$ cat src/hdl/abf_ram.sv
// Generic single-write, single-read synchronous RAM with registered read data.
// No dependencies.
module abf_ram #(
    parameter int WIDTH = 100,
    parameter int DEPTH = 8
) (
    input  logic                                   aclk,
    input  logic                                   we,
    input  logic [(DEPTH > 1 ? $clog2(DEPTH) : 1)-1:0] waddr,
    input  logic [WIDTH-1:0]                       wdata,
    input  logic                                   re,
    input  logic [(DEPTH > 1 ? $clog2(DEPTH) : 1)-1:0] raddr,
    output logic [WIDTH-1:0]                       rdata
);

    logic [WIDTH-1:0] mem [DEPTH];

    always_ff @(posedge aclk) begin
        if (we) begin
            mem[waddr] <= wdata;
        end
    end

    // read-first: a read of the entry being written returns the old data
    always_ff @(posedge aclk) begin
        if (re) begin
            rdata <= mem[raddr];
        end
    end

endmodule

$ cat config.mk
export PLATFORM = sky130hd
export DESIGN_NAME = abf_ram
export DESIGN_NICKNAME = d
export VERILOG_FILES = /design/src/hdl/abf_ram.sv
export SDC_FILE = /design/constraint.sdc
export NUM_CORES = 1
export LEC_CHECK = 0
export ABC_CLOCK_PERIOD_IN_PS = 20100
export BUFFER_PORTS_ARGS = -buffer_cell sky130_fd_sc_hd__buf_2
export CAP_MARGIN = 0
export CORE_AREA = 2 2 266 268
export DETAILED_ROUTE_END_ITERATION = 8
export DIE_AREA = 0 0 268 270
export GPL_TIMING_DRIVEN = 1
export PLACE_DENSITY_LB_ADDON = 0.08
export SYNTH_ARGS = -nofsm -noshare
export SYNTH_HDL_FRONTEND = slang
export SYNTH_SLANG_ARGS = --single-unit
$ cat constraint.sdc
create_clock -name aclk -period 20.1 [get_ports aclk]
set_clock_uncertainty 0.1 [all_clocks]
set_input_delay 1.005 -clock aclk [delete_from_list [all_inputs] [get_ports aclk]]
set_output_delay 1.005 -clock aclk [all_outputs]
set_load 0.1 [all_outputs]
==> results.ini, run 1 <==
[critical_path]
worst_setup_path_end_kind = register
crit_top_cell = buf_4
critPathKind = in2reg
arrival_ps = 3580
start_kind = input port
cp_cell_sequence = buf_2 > nand2b_1 > nor2_4 > buf_4 > buf_4
crit_fanout = 45
slowest_stage = buf_4
max_stage_delay_ps = 800
worstPathRequired_ps = 20240

[timing]
worstMarginPinSlew_ps = 1050
fmax_mhz = 290
rsz0062_at_grt = false
slew_headroom_pct = 29.7
slew_viol_final = 0
final-hold-violation-count = 0
final_min_period_over_clock_period_pct = 17.1
hold-worst-slack_ps = 543
fin_crit_ps = 3440
final.setup.tns_ps = 0
finalSetupViolCount = 0

[global_route]
grt_pass1_vias = 14976
track_usage_pct = 18.8
grt_overflow = 0
grt_max_degree = 101
antenna_found_initial = 10
grt_pass1_wl_um = 98500

[floorplanning]
die_w_um = 268
io_pins = 209
rows = 97
die_h_um = 270
core_area_um2 = 69500
start_util_pct = 47.7
dieArea_um2 = 72400

[finish]
multi_input_area_um2 = 5740
nets = 1647
drive_gt1_share_pct = 41.0
fill_cells = 5251
fin_util_pct = 54.6
area.growth.synth_to_final_pct = 14.4
regArea_um2 = 27000

[synth]
synthAdderAreaFrac_pct = 0
synth.distinct_cells = 12
syn-instance-count = 1268
yosysTopAreaCell = edfxtp_1
yosysSeqAreaShare_pct = 81.5
synth-seq-cells = 900
synth.avg_cell_area_um2 = 26.2
synth_top_cells_by_area = edfxtp_1, mux4_2, mux2_2
yosysWarnings = 0
synth_compound_area_share_pct = 0
muxShareOfSynthArea_pct = 17.0
netlist_area_um2 = 33200
synth_top_family_by_area = multiplexers
synth_xor_area_share_pct = 0
syn_nets = 1377
yosysTopAreaCellShare_pct = 81.5
synth-simple-area-share_pct = 0.177

[pwr]
peakVddDrop_mv = 0.0736
switching_share_pct = 22.4
design_power_total_mw = 4.05
internal-power_mw = 3.14
p_sw_mw = 0.907
clock_power_share_pct = 38.9
p_per_area_nw_per_um2 = 107
p_leak_nw = 12.2
seq_power_share_pct = 53.4
p_comb_share_pct = 7.7

[detailed_routing]
drtPass1Iterations = 5
wl_um = 66600
postRouteAntennaNets = 0
drt-initial-drc-count = 1055
via_per_inst = 5.50
wire_per_inst_um = 26.1
dr_total_vias = 14000
drc_errors = 0

[placement]
dp_hpwl_um = 32600
port_buffers = 208
place_congestion = 0.694

[clock_tree]
cts.sinks = 900
postCtsSetupBuffers = 0
cts_made_buffers = 92
h-tree-depth = 3
ctsResizeCount = 0
cts-root-buf = clkbuf_16
clk-insertion-delay-late_ps = 630
tritoncts = done
clk_pin_slew_ps = 60
clockBufferDepth = 3
ctsHoldBuffers = 0

[flow_run]
cap_violations = 0

[outcome]
outcome = complete, no violations

[min_path]
worstHoldPathType = in2reg

synthesized netlist by cell type:
| library cell | n |
|---|---|
| edfxtp_1 | 900 |
| mux4_2 | 200 |
| mux2_2 | 100 |
| buf_1 | 19 |
| buf_6 | 12 |
| clkbuf_1 | 12 |
| buf_12 | 10 |
| nor2_1 | 6 |
| nand2b_1 | 3 |
| buf_2 | 2 |
| nand2_1 | 2 |
| nor3_1 | 2 |
routing by layer:
| layer | vias up | global-route usage (%) | routed length (um) | share of wire [%] |
|---|---|---|---|---|
| met5 | - | 0 | 96 | 0.14 |
| met4 | 14 | 5.15 | 1230 | 1.9 |
| met1 | 7584 | 24.3 | 27300 | 41 |
| li1 | 6018 | - | - | - |
| met2 | 275 | 32.7 | 34900 | 52 |
| met3 | 109 | 3.59 | 3100 | 4.6 |
cell usage in the layout, fill, tap and decap left out, types with 6 or more instances in the layout:
cell,n
mux2_2,100
buf_2,204
buf_4,23
mux4_2,200
clkinv_1,18
edfxtp_1,900
clkinv_2,18
nor2_4,6
clkbuf_1,23
clkbuf_16,93
critical path: cells and delay by family:
family,cells,cell delay (ps)
buffers and inverters,3,1610
AND/OR/NAND/NOR,2,920
metrics by stage:
stage                     setup WS, ps  std cells  area [um2]
final                            16660       2547       38000
after CTS                        16530       2544       38000
after global placement           15920       2384       35200
after detailed placement         15880       2384       35200
after floorplan                  11370       1268       33200
after global routing             16490       2544       38000
power by group through the flow:
stage	clock network, mW	registers, mW	logic, mW
after floorplan	0	2.32	0.113
after global placement	0	2.20	0.314
after detailed placement	0	2.20	0.317
after CTS	1.62	2.16	0.317
after global routing	1.68	2.17	0.328
final	1.58	2.16	0.310
final cells by class:
class	instances	area share, %
multi-input cells	313	15.1
repair buffers	231	3.33
clock inverters	44	0.880
well taps	940	3.10
flip-flops and latches	900	71.2
clock buffers	116	6.36
diodes	3	0.0198
state kept, by name (all words and copies together), names as in the netlist:
| signal | count |
|---|---|
| mem | 800 |
| rdata | 100 |
path summary, 6_finish.rpt:
| check | to | slack, ps | from | cells past startpoint |
|---|---|---|---|---|
| min | mem[0][31]$_DFFE_PP_ | 540 | wdata[31] | 1 |
| min reg2reg | rdata[51]$_DFFE_PP_ | 640 | mem[7][51]$_DFFE_PP_ | 2 |
| max | mem[6][56]$_DFFE_PP_ | 16660 | waddr[0] | 5 |
| max reg2reg | rdata[79]$_DFFE_PP_ | 18600 | mem[5][79]$_DFFE_PP_ | 2 |
kinds of logic (layout without fill, tap and decap cells):
family	after synthesis	in the layout
other	0	3
muxes	300	300
DFF	900	900
buffers and inverters	55	391
and+or+nand+nor	13	13
Power figures use the tool's default switching activity.
==> run 2, diff against run 1 <==
Settings changed: ABC_CLOCK_PERIOD_IN_PS 20100 to 3400.
Clock period 20.1 ns to 3.4 ns, I/O delays scaled along.
==> run 2 against run 1 <==
Against the previous run:
- combinational power rose to 6.4 times the previous value
- hold slack got worse by 490 ps
- first-iteration DRC count fell by 2.7%
- critical endpoint is now rdata[68]
==> results.ini, run 2 (synthesis results as in run 1) <==
[critical_path]
worstPathRequired_ps = 3130
r2r_end = rdata[64]$_DFFE_PP_
cp_cell_sequence = buf_2
worst_setup_path_end_kind = primary output
max_stage_delay_ps = 460
slowest_stage = buf_2
critPathKind = reg2out
cp.buffers_inverters = 1
start_kind = register
startpoint = rdata[68]$_DFFE_PP_
cp_top_family = buffers and inverters
arrival_ps = 1520
crit_fanout = 1
r2r_start = mem[5][64]$_DFFE_PP_
reg2reg_slack_ps = 1920
reg2reg_depth = 2

[finish]
final_common_cell = edfxtp_1
area.growth.synth_to_final_pct = 19.6
nets = 1767
fin_cells = 2679
fin_area_um2 = 39700
largest_reg_flops = 800
drive_gt1_share_pct = 39.6
mostFrequentLayoutCells = edfxtp_1, buf_2, mux4_2
top_register = mem
reg_top3 = mem (800), rdata (100)

[placement]
place_congestion = 0.671
port_buffers = 208
dp_hpwl_um = 33000
numPlacedInstances = 2400
placed_area_um2 = 35700

[timing]
worstMarginPinSlew_ps = 819
final-hold-violation-count = 0
hold-worst-slack_ps = 49.3
fin_crit_ps = 1790
slew_viol_final = 0
rsz0062_at_grt = false
slew_headroom_pct = 45.4
final_min_period_over_clock_period_pct = 52.6
fmax_mhz = 559
finalSetupViolCount = 0

[clock_tree]
cts_made_buffers = 96
postCtsSetupBuffers = 0
clk_pin_slew_ps = 60
ctsHoldBuffers = 100
clockBufferDepth = 3
tritoncts = done
ctsResizeCount = 0
cts.sinks = 900
cts-root-buf = clkbuf_16
h-tree-depth = 3
clk-insertion-delay-late_ps = 640

[detailed_routing]
dr_total_vias = 14514
via_per_inst = 5.42
postRouteAntennaNets = 0
wl_um = 66700
wire_per_inst_um = 24.9
drc_errors = 0
drtPass1Iterations = 5
drt-initial-drc-count = 1027

[global_route]
grt_pass1_vias = 15935
antenna_found_initial = 8
grt_max_degree = 101
grt_pass1_wl_um = 101000
grt_overflow = 0
track_usage_pct = 18.9

[pwr]
p_leak_nw = 13.0
design_power_total_mw = 24.7
peakVddDrop_mv = 0.377
p_per_area_nw_per_um2 = 623

[floorplanning]
core_area_um2 = 69500
rows = 97
die_w_um = 268
start_util_pct = 47.7
die_h_um = 270
io_pins = 209
dieArea_um2 = 72400

[outcome]
outcome = complete, no violations

[min_path]
worstHoldPathType = in2reg
hold_start = waddr[0]
whs_path_depth = 3
min_to = mem[7][85]$_DFFE_PP_

[flow_run]
cap_violations = 0

## run 2: tightest hold or removal path, stage by stage
cell	delay (ps)
buf_2	150
nand2_1	170
nor2_4	110
## run 2: final cells by class
cell class	count	area [um2]
timing repair buffer	347	2700
tap	940	1180
clock inverter	64	498
antenna	3	7.51
fill	5172	29900
sequential	900	27000
clock buffer	112	2530
multi-input combinational	313	5760
## run 2: power breakdown
part | leakage (nW) | internal, mW | switching (mW)
registers | 8.25 | 12.7 | 0.103
logic | 3.24 | 0.642 | 1.34
clock network | 1.49 | 5.88 | 4.08
## run 2: layer usage
metal / track usage (%) / part of all wire [%] / routed length [um]
met5: 0 / 0.10 / 69
met2: 30.5 / 49 / 32800
met4: 4.76 / 1.5 / 998
met3: 3.87 / 4.7 / 3120
met1: 26.7 / 45 / 29700
## run 2: per-stage QoR
step	utilization, %	worst slack (ps)	TNS, ps
floorplan	-	-182	-66580
global placement	51.3	1140	0
detailed placement	51.3	1130	0
CTS	57.1	1570	0
global route	57.1	1580	0
finish	57.1	1610	0
## run 2: worst max-delay path by stage
stage,slack (ps),end,cells after the start
2_1_floorplan,-180,mem[2][0]$_DFFE_PP_,2
3_3_place_gp,1140,rdata[2]$_DFFE_PP_,4
3_5_place_dp,1130,rdata[42]$_DFFE_PP_,4
4_1_cts,1570,rdata[68],1
5_1_grt,1580,rdata[68],1
6_report,1610,rdata[68],1
==> run 3, diff against run 2 <==
Settings changed: ABC_AREA set to 1, ABC_CLOCK_PERIOD_IN_PS 3400 to 1700, CORE_AREA 2 2 266 268 to 2 2 285 287, DIE_AREA 0 0 268 270 to 0 0 287 289.
Clock period 3.4 ns to 1.7 ns, I/O delays scaled along.
==> run 3 against run 2 <==
Against the previous run:
- via count increased by 64%
- non-clock buffer count grew 75
- critical endpoint is now rdata[35]
- area after synthesis increased by 15%
- worst setup slack lost 1600 ps
- final cell count up 90%
- sequential share of layout area shrank 8.7 points
- first-iteration DRC count rose by 53%
- synthesized cell count rose to 2.8 times the previous value
- critical path type unchanged
- total power grew 110%
- die area up 15%
- sequential power up 100%
- routed wire length is 33% higher
- highest routed layer unchanged
==> results.ini, run 3 <==
[outcome]
outcome = complete, no violations

[timing]
slew_headroom_pct = 59.1
slew_viol_final = 0
finalSetupViolCount = 0
final_min_period_over_clock_period_pct = 97.5
fin_crit_ps = 1660
fmax_mhz = 604
rsz0062_at_grt = false
worstMarginPinSlew_ps = 614
final.setup.tns_ps = 0
final-hold-violation-count = 0

[floorplanning]
core_area_um2 = 79900
start_util_pct = 47.7
die_h_um = 289
dieArea_um2 = 82900
io_pins = 209
rows = 104
die_w_um = 287

[finish]
reg_top3 = mem (800), rdata (100)
fin_util_pct = 57.0
fill_cells = 6762
mostFrequentLayoutCells = nand2_1, edfxtp_1, inv_1
fin_cells = 5078
multi_input_area_um2 = 7080
antenna-diode-count = 0
largest_reg_flops = 800
nets = 4049
area.growth.synth_to_final_pct = 19.3
final_common_cell = nand2_1
drive_gt1_share_pct = 11.7
top_register = mem
regArea_um2 = 27000

[clock_tree]
postCtsSetupBuffers = 0
tritoncts = done
h-tree-depth = 3
clk-insertion-delay-late_ps = 650
clk_pin_slew_ps = 60
cts-root-buf = clkbuf_16
cts.sinks = 900
clockBufferDepth = 3
cts_made_buffers = 96

[detailed_routing]
postRouteAntennaNets = 0
dr_total_vias = 23869
drtPass1Iterations = 7
drt-initial-drc-count = 1568
drc_errors = 0
wire_per_inst_um = 17.4
via_per_inst = 4.70
wl_um = 88400

[pwr]
switching_share_pct = 24.1
p_per_area_nw_per_um2 = 1130
seq_power_share_pct = 49.9
internal-power_mw = 38.9
clock_power_share_pct = 40.5
peakVddDrop_mv = 0.947
p_comb_share_pct = 9.5
p_sw_mw = 12.4
p_leak_nw = 20.5

[placement]
port_buffers = 208
numPlacedInstances = 4797
dp_hpwl_um = 52100
place_congestion = 0.780

[critical_path]
worst_setup_path_end_kind = primary output
max_stage_delay_ps = 450
arrival_ps = 1470
start_kind = register
critPathKind = reg2out
cp_cell_sequence = buf_2
cp.buffers_inverters = 1
slowest_stage = buf_2
crit_fanout = 1
worstPathRequired_ps = 1510
cp_top_family = buffers and inverters

[synth]
yosysWarnings = 0
synth_edf_count = 900
synth.avg_cell_area_um2 = 10.7
syn_nets = 3683
yosysSeqAreaShare_pct = 70.8
synth.distinct_cells = 12
synthArstFlopShare_pct = 0
syn-instance-count = 3574
synth_top_cells_by_area = edfxtp_1, nand2_1, inv_1
yosysTopAreaCell = edfxtp_1
netlist_area_um2 = 38100
yosysTopAreaCellShare_pct = 70.8
synth_common_cells = nand2_1, edfxtp_1, inv_1, nand3_1, buf_2
synth-seq-cells = 900
yosysMostFrequentCell = nand2_1
synthFlopType = edfxtp_1

[global_route]
track_usage_pct = 21.5
grt_pass1_wl_um = 135000
antenna_found_initial = 3
grt_max_degree = 71
grt_pass1_vias = 22755
grt_overflow = 0

[flow_run]
cap_violations = 0

[min_path]
worstHoldPathType = in2reg

run 3: worst paths after layout:
| check | start | to | slack (ps) | depth (start not counted) |
|---|---|---|---|---|
| max | rdata[35]$_DFFE_PP_ | rdata[35] | 40 | 1 |
| min | waddr[0] | mem[1][97]$_DFFE_PP_ | 40 | 4 |
| max reg2reg | mem[5][81]$_DFFE_PP_ | rdata[81]$_DFFE_PP_ | 510 | 6 |
| min reg2reg | mem[0][96]$_DFFE_PP_ | rdata[96]$_DFFE_PP_ | 590 | 6 |
run 3: repair_timing:
action                                  in CTS  in global routing
resized for setup                           16                  2
hold buffers                               105                  0
endpoints found under the hold margin      948                  0
endpoints found under the setup margin      16                  2
run 3: through the flow:
stage               setup WS [ps]  total power, mW  hold slack, ps  cell area [um2]
finish                       43.1             51.2            35.3            45500
global route                 8.69             53.0            21.0            45500
CTS                         0.140             51.8            7.38            45500
detailed placement            118             30.8             262            41300
global placement              143             30.7             254            41300
floorplan                    -501             29.2            83.9            38300
run 3: cell families after synthesis:
family	synth area share (%)
simple gates	18.2
flops	70.8
buf+inv	11.0
run 3: power groups by stage:
| stage | registers (mW) | clock network (mW) | logic, mW |
|---|---|---|---|
| floorplan | 27.4 | 0 | 1.86 |
| global placement | 26.0 | 0 | 4.69 |
| detailed placement | 26.0 | 0 | 4.71 |
| CTS | 25.6 | 21.2 | 4.95 |
| global route | 25.6 | 22.1 | 5.34 |
| finish | 25.6 | 20.8 | 4.89 |
run 3: layout make-up:
cell class	instances	share of cell area, %
multi-input combinational	1714	15.6
timing repair buffer	422	8.49
clock buffer	113	5.46
tap	1060	2.91
sequential	900	59.4
clock inverter	63	1.40
inverter	806	6.80
run 3: layer usage:
layer | GRT usage [%] | wire length [um] | vias up
met2 | 35.7 | 42600 | 483
met5 | 0 | 44 | -
met4 | 5.72 | 1770 | 6
met3 | 3.02 | 3780 | 127
li1 | - | - | 11947
met1 | 30.1 | 40300 | 11306
